==> src/rtl/core/ptw_pkg.sv <==
`timescale 1ns / 1ps
`default_nettype none

package ptw_pkg;

    localparam int OFFSET_W = 12;
    localparam int IDX_W    = 9;
    localparam int WORD_W   = 64;

    typedef logic [1:0] t_kind;
    typedef logic [1:0] t_status;
    typedef logic [1:0] t_level;

    localparam t_kind KIND_MAP   = 2'd0;
    localparam t_kind KIND_UNMAP = 2'd1;
    localparam t_kind KIND_XLATE = 2'd2;
    localparam t_kind KIND_NONE  = 2'd3;

    localparam t_status ST_OK         = 2'd0;
    localparam t_status ST_NOT_MAPPED = 2'd1;
    localparam t_status ST_NO_FRAMES  = 2'd2;

    localparam t_level LEAF_LEVEL = 2'd3;

    localparam logic [WORD_W-1:0]   PTE_PRESENT = 64'h1;
    localparam logic [OFFSET_W-1:0] PTE_LINK_LO = 12'h003;

    typedef struct packed {
        logic    load;
        logic    rd;
        logic    clr_wr;
        logic    alloc;
        logic    step;
        logic    leaf_wr;
        logic    leaf_clr;
        logic    res_set;
        logic    res_addr_en;
        t_status res_status;
        logic    emit;
    } t_cmd;

    typedef struct packed {
        logic  clr_last;
        logic  present;
        logic  bad_ref;
        logic  frames_full;
        logic  leaf_level;
        logic  out_free;
        t_kind kind;
    } t_sts;

    function automatic logic [IDX_W-1:0] level_index(input logic [WORD_W-1:0] va,
                                                     input t_level lvl);
        logic [IDX_W-1:0] idx;
        case (lvl)
            2'd0:    idx = va[47:39];
            2'd1:    idx = va[38:30];
            2'd2:    idx = va[29:21];
            default: idx = va[20:12];
        endcase
        return idx;
    endfunction

endpackage

`default_nettype wire

==> src/rtl/core/ptw_ctrl.sv <==
`timescale 1ns / 1ps
`default_nettype none

module ptw_ctrl (
    input  wire logic          i_clk,
    input  wire logic          i_rst_n,
    input  wire logic          i_in_valid,
    output logic               o_in_ready,
    input  wire ptw_pkg::t_sts i_sts,
    output ptw_pkg::t_cmd      o_cmd
);
    import ptw_pkg::*;

    localparam logic [2:0] S_CLEAR = 3'd0;
    localparam logic [2:0] S_IDLE  = 3'd1;
    localparam logic [2:0] S_READ  = 3'd2;
    localparam logic [2:0] S_EVAL  = 3'd3;
    localparam logic [2:0] S_RESP  = 3'd4;

    logic [2:0] r_state;
    logic [2:0] n_state;

    assign o_in_ready = (r_state == S_IDLE);

    always_comb begin
        n_state = r_state;
        o_cmd   = '0;
        unique case (r_state)
            S_CLEAR: begin
                o_cmd.clr_wr = 1'b1;
                if (i_sts.clr_last) begin
                    n_state = S_IDLE;
                end
            end
            S_IDLE: begin
                if (i_in_valid) begin
                    o_cmd.load = 1'b1;
                    n_state    = S_READ;
                end
            end
            S_READ: begin
                o_cmd.rd = 1'b1;
                n_state  = S_EVAL;
            end
            S_EVAL: begin
                o_cmd.res_set    = 1'b1;
                o_cmd.res_status = ST_OK;
                n_state          = S_RESP;
                if (i_sts.kind == KIND_NONE) begin
                    o_cmd.res_status = ST_OK;
                end else if (!i_sts.leaf_level) begin
                    if (i_sts.present) begin
                        if (i_sts.bad_ref) begin
                            o_cmd.res_status = ST_NOT_MAPPED;
                        end else begin
                            o_cmd.res_set = 1'b0;
                            o_cmd.step    = 1'b1;
                            n_state       = S_READ;
                        end
                    end else if (i_sts.kind == KIND_MAP) begin
                        if (i_sts.frames_full) begin
                            o_cmd.res_status = ST_NO_FRAMES;
                        end else begin
                            o_cmd.res_set = 1'b0;
                            o_cmd.alloc   = 1'b1;
                            n_state       = S_READ;
                        end
                    end else begin
                        o_cmd.res_status = ST_NOT_MAPPED;
                    end
                end else begin
                    case (i_sts.kind)
                        KIND_MAP:   o_cmd.leaf_wr  = 1'b1;
                        KIND_UNMAP: o_cmd.leaf_clr = 1'b1;
                        default: begin
                            if (i_sts.present) begin
                                o_cmd.res_addr_en = 1'b1;
                            end else begin
                                o_cmd.res_status = ST_NOT_MAPPED;
                            end
                        end
                    endcase
                end
            end
            S_RESP: begin
                if (i_sts.out_free) begin
                    o_cmd.emit = 1'b1;
                    n_state    = S_IDLE;
                end
            end
            default: begin
                n_state = S_IDLE;
            end
        endcase
    end

    always_ff @(posedge i_clk) begin
        if (!i_rst_n) begin
            r_state <= S_CLEAR;
        end else begin
            r_state <= n_state;
        end
    end

endmodule

`default_nettype wire

==> config.mk <==
export PLATFORM = sky130hd
export DESIGN_NAME = ptw_ctrl
export DESIGN_NICKNAME = d
export VERILOG_FILES = /design/src/rtl/core/ptw_pkg.sv /design/src/rtl/core/ptw_ctrl.sv
export SDC_FILE = /design/constraint.sdc
export NUM_CORES = 1
export LEC_CHECK = 0
export BUFFER_PORTS_ARGS = -buffer_cell sky130_fd_sc_hd__clkbuf_2
export CAP_MARGIN = 5
export CORE_AREA = 2 2 39 41
export CTS_CLUSTER_SIZE = 12
export DETAILED_ROUTE_END_ITERATION = 10
export DIE_AREA = 0 0 41 43
export GPL_ROUTABILITY_DRIVEN = 0
export GPL_TIMING_DRIVEN = 0
export PLACE_DENSITY = 0.64
export SYNTH_ARGS = -nofsm -noshare
export SYNTH_HDL_FRONTEND = slang
export SYNTH_SLANG_ARGS = --single-unit
==> constraint.sdc <==
create_clock -name i_clk -period 1.3 [get_ports i_clk]
set_input_delay 0.065 -clock i_clk [delete_from_list [all_inputs] [get_ports i_clk]]
set_output_delay 0.065 -clock i_clk [all_outputs]
set_load 0.05 [all_outputs]
==> results.md <==
* Final ANT Viol Nets at 0
* CTS HTree Levels at 1
* Clock Sink Count at 3
* Global-route wire length before repair at 1590 µm
* Pwr/cell area at 890 nW/µm²
* Via Count at 494
* Final setup margin at -0.0370 ns
* # hold bufs at CTS at 0
* Post-Syn Area at 359 µm²
* Number of synthesized flops with an enable pin at 0
* Top cell type's share of synthesized area at 0.167
* Setup crit end kind: primary output
* Vias per cell at 5.09
* Ant. Diodes at 0
* Final instance area at 753 µm²
* Die Wd at 41 µm
* Initial antenna violation count at 0
* Leakage at 0.339 nW
* Number of max-cap violations at 0
* Synthesized flop and latch total at 3
* Startpoint types: flip-flop
* Clock Path Buffers at 2
* Initial DRC Count at 3
* Drt first pass iters at 2
* Seq/Total Area, Yosys at 0.167
* Internal at 0.374 mW
* Logic pwr share at 0.562
* Post-Synth Adder-Cell Area at 0
* Number of core rows at 14
* Syn_nets at 61
* Switching Share at 0.442
* DRC Markers at 0
* CTS root buf: clkbuf_4
* Failing checks: setup timing
* Layout cells sized above 1 at 0.654
* Synth Area in Simple Gates at 0.519
* HP Class: in2reg
* Placed wire-length estimate at 805 µm
* Per-cell routed wire length at 11.3 µm
* Slew Limit Fails at 0
* Layout Area Growth over Synthesis at 110%
* CP required at 1.24 ns
* Number of flip-flops in the largest register at 3
* Non-Filler Instances at 97
* Total Wirelength at 1100 µm
* Register area at 66.3 µm²
* Synth Area in Compound Gates at 0.226
* Layout Utilization at 0.544
* Die height at 43 µm
* Synth Area in XOR/XNOR at 0
* Post-synth ARST share at 0
* IO Port Bufs at 23
* Syn_area_per_cell at 7.18 µm²
* Flop pwr share at 0.188
* Critical path peak fanout at 3
* Rel. slew slack at 0.748
* Core Region at 1380 µm²
* Period utilization at 1.03
* # setup viols final at 4
* CTS buffer count at 3
* RSZ-0062 raised after global routing: true
* Sw Pwr at 0.296 mW
* Min Tclk post-route at 1.34 ns
* I/O pins at 24
* Main combinational cell family by area after synthesis: simple AND/OR/NAND/NOR gates
* Final number of hold-violating endpoints at 0
* Starting density of the core at 0.259
* Synth top area cells: dfxtp_1 17%, nor2_1 6.3%, nor3_1 5.6%
* Outcome: finished with violations
* Post-synth top flop: dfxtp_1
* WS Path Type: reg2out
* Die Footprint at 1760 µm²
* Placed Area at 549 µm²
* Nets at 93
* Ys Warns at 0
* GRT Total Usage at 0.134
* Multi-input gate area at 360 µm²
* Largest net degree at the start of global routing at 11
* Distinct cell type count after synthesis at 30
* Overflow after GRT at 0
* CP arrival at 1.27 ns
* Register with the most flip-flops: r_state
* Fmax at 748 MHz
* Largest regs: r_state x3
* Mux cell area share after synthesis at 0
* Mapped Cells at 50
* Vias in the first global route at 412
* Later-pin clock latency in the skew report at 0.24 ns
* CTS tree: yes
* Final Skew at 0.00338 ns
* Cells after DPL at 89
* CTS clk-pin slew, worst paths at 0.03 ns
* Worst VDD drop at 0.000635 V
* Synth area leader: dfxtp_1
* Fillers at 132
* Slew @ Worst Pin at 0.369 ns
* Clk pwr share at 0.250
==> cell usage after synthesis, types with 2 or more instances <==
master,count
nor3b_1,2
inv_1,4
nor3_1,4
nor2_1,6
nand2_1,4
nor4_1,2
nand2b_1,3
dfxtp_1,3
==> per-layer routing <==
metal / share of wire / vias to the layer above / GRT usage / wire [µm]
met5: 0 / - / 0 / 0
met4: 0.019 / 0 / 0.0800 / 21
met3: 0.080 / 5 / 0.0471 / 88
met2: 0.48 / 22 / 0.209 / 525
met1: 0.42 / 223 / 0.145 / 459
li1: - / 244 / - / -
==> repair_timing <==
action                                  CTS  global route
endpoints found under the setup margin    8            13
resized for setup                        27            18
pin swaps                                 5             2
gates cloned                              0             0
buffers inserted                          1             3
hold endpoints to repair                  0             0
==> worst max-delay path: stages (launching register included) <==
cell and delay (ns):
dfxtp_2 0.32, nor2b_4 0.21, nand3_4 0.12, nor3b_4 0.21
buf_8 0.17
==> layout make-up <==
type / count / area share
plain buffers: 2 / 0.0216
clock buffers: 4 / 0.0349
inverters: 4 / 0.0199
multi-input cells: 41 / 0.478
flip-flops and latches: 3 / 0.0880
well taps: 16 / 0.0266
repair buffers: 27 / 0.331
==> power by group through the flow <==
stage,Combinational [mW],Clock (mW),Sequential [mW]
final,0.377,0.168,0.126
after global routing,0.400,0.182,0.128
after CTS,0.343,0.174,0.124
after detailed placement,0.301,0,0.128
after global placement,0.297,0,0.127
after floorplan,0.228,0,0.123
==> stage by stage <==
| step | total power [mW] | worst slack (ns) | hold slack (ns) | setup TNS (ns) |
|---|---|---|---|---|
| floorplan | 0.351 | -0.306 | 0.193 | -1.12 |
| global route | 0.710 | -0.0877 | 0.0828 | -0.445 |
| detailed placement | 0.429 | -0.0857 | 0.324 | -0.174 |
| finish | 0.671 | -0.0370 | 0.0841 | -0.0699 |
| global placement | 0.424 | -0.0552 | 0.326 | -0.107 |
| CTS | 0.641 | -0.0534 | 0.0723 | -0.102 |
==> path summary, 6_finish.rpt <==
kind / startpoint / end / slack, ns / depth (start not counted)
worst min register to register: r_state[2]$_SDFFE_PN0P_ / r_state[1]$_SDFFE_PN0P_ / 0.55 / 2
worst max-delay path: r_state[0]$_SDFFE_PN0P_ / o_cmd[5] / -0.04 / 4
worst max register to register: r_state[0]$_SDFFE_PN0P_ / r_state[1]$_SDFFE_PN0P_ / 0.14 / 4
worst min-delay path: i_rst_n / r_state[0]$_SDFFE_PN0P_ / 0.08 / 2
==> placed cells by master (no fill, tap or decap), types with 2 or more instances in the layout <==
cell and instances:
clkbuf_2 9, clkbuf_4 6, buf_4 5, buf_8 5
nor2_1 4, nand2_1 4, inv_1 3, buf_2 2
buf_6 2, nand2b_1 2, nor2_2 2, nor4_4 2
nor3_1 2, clkbuf_8 2, dfxtp_2 2
==> cell families (layout without fill, tap and decap cells) <==
family / after synthesis / count (layout)
AO/OA/AOI/OAI: 10 / 10
AND/OR/NAND/NOR: 31 / 31
buffers and inverters: 6 / 37
flip-flops: 3 / 3
Note: power is estimated with default switching activity, not from simulation.
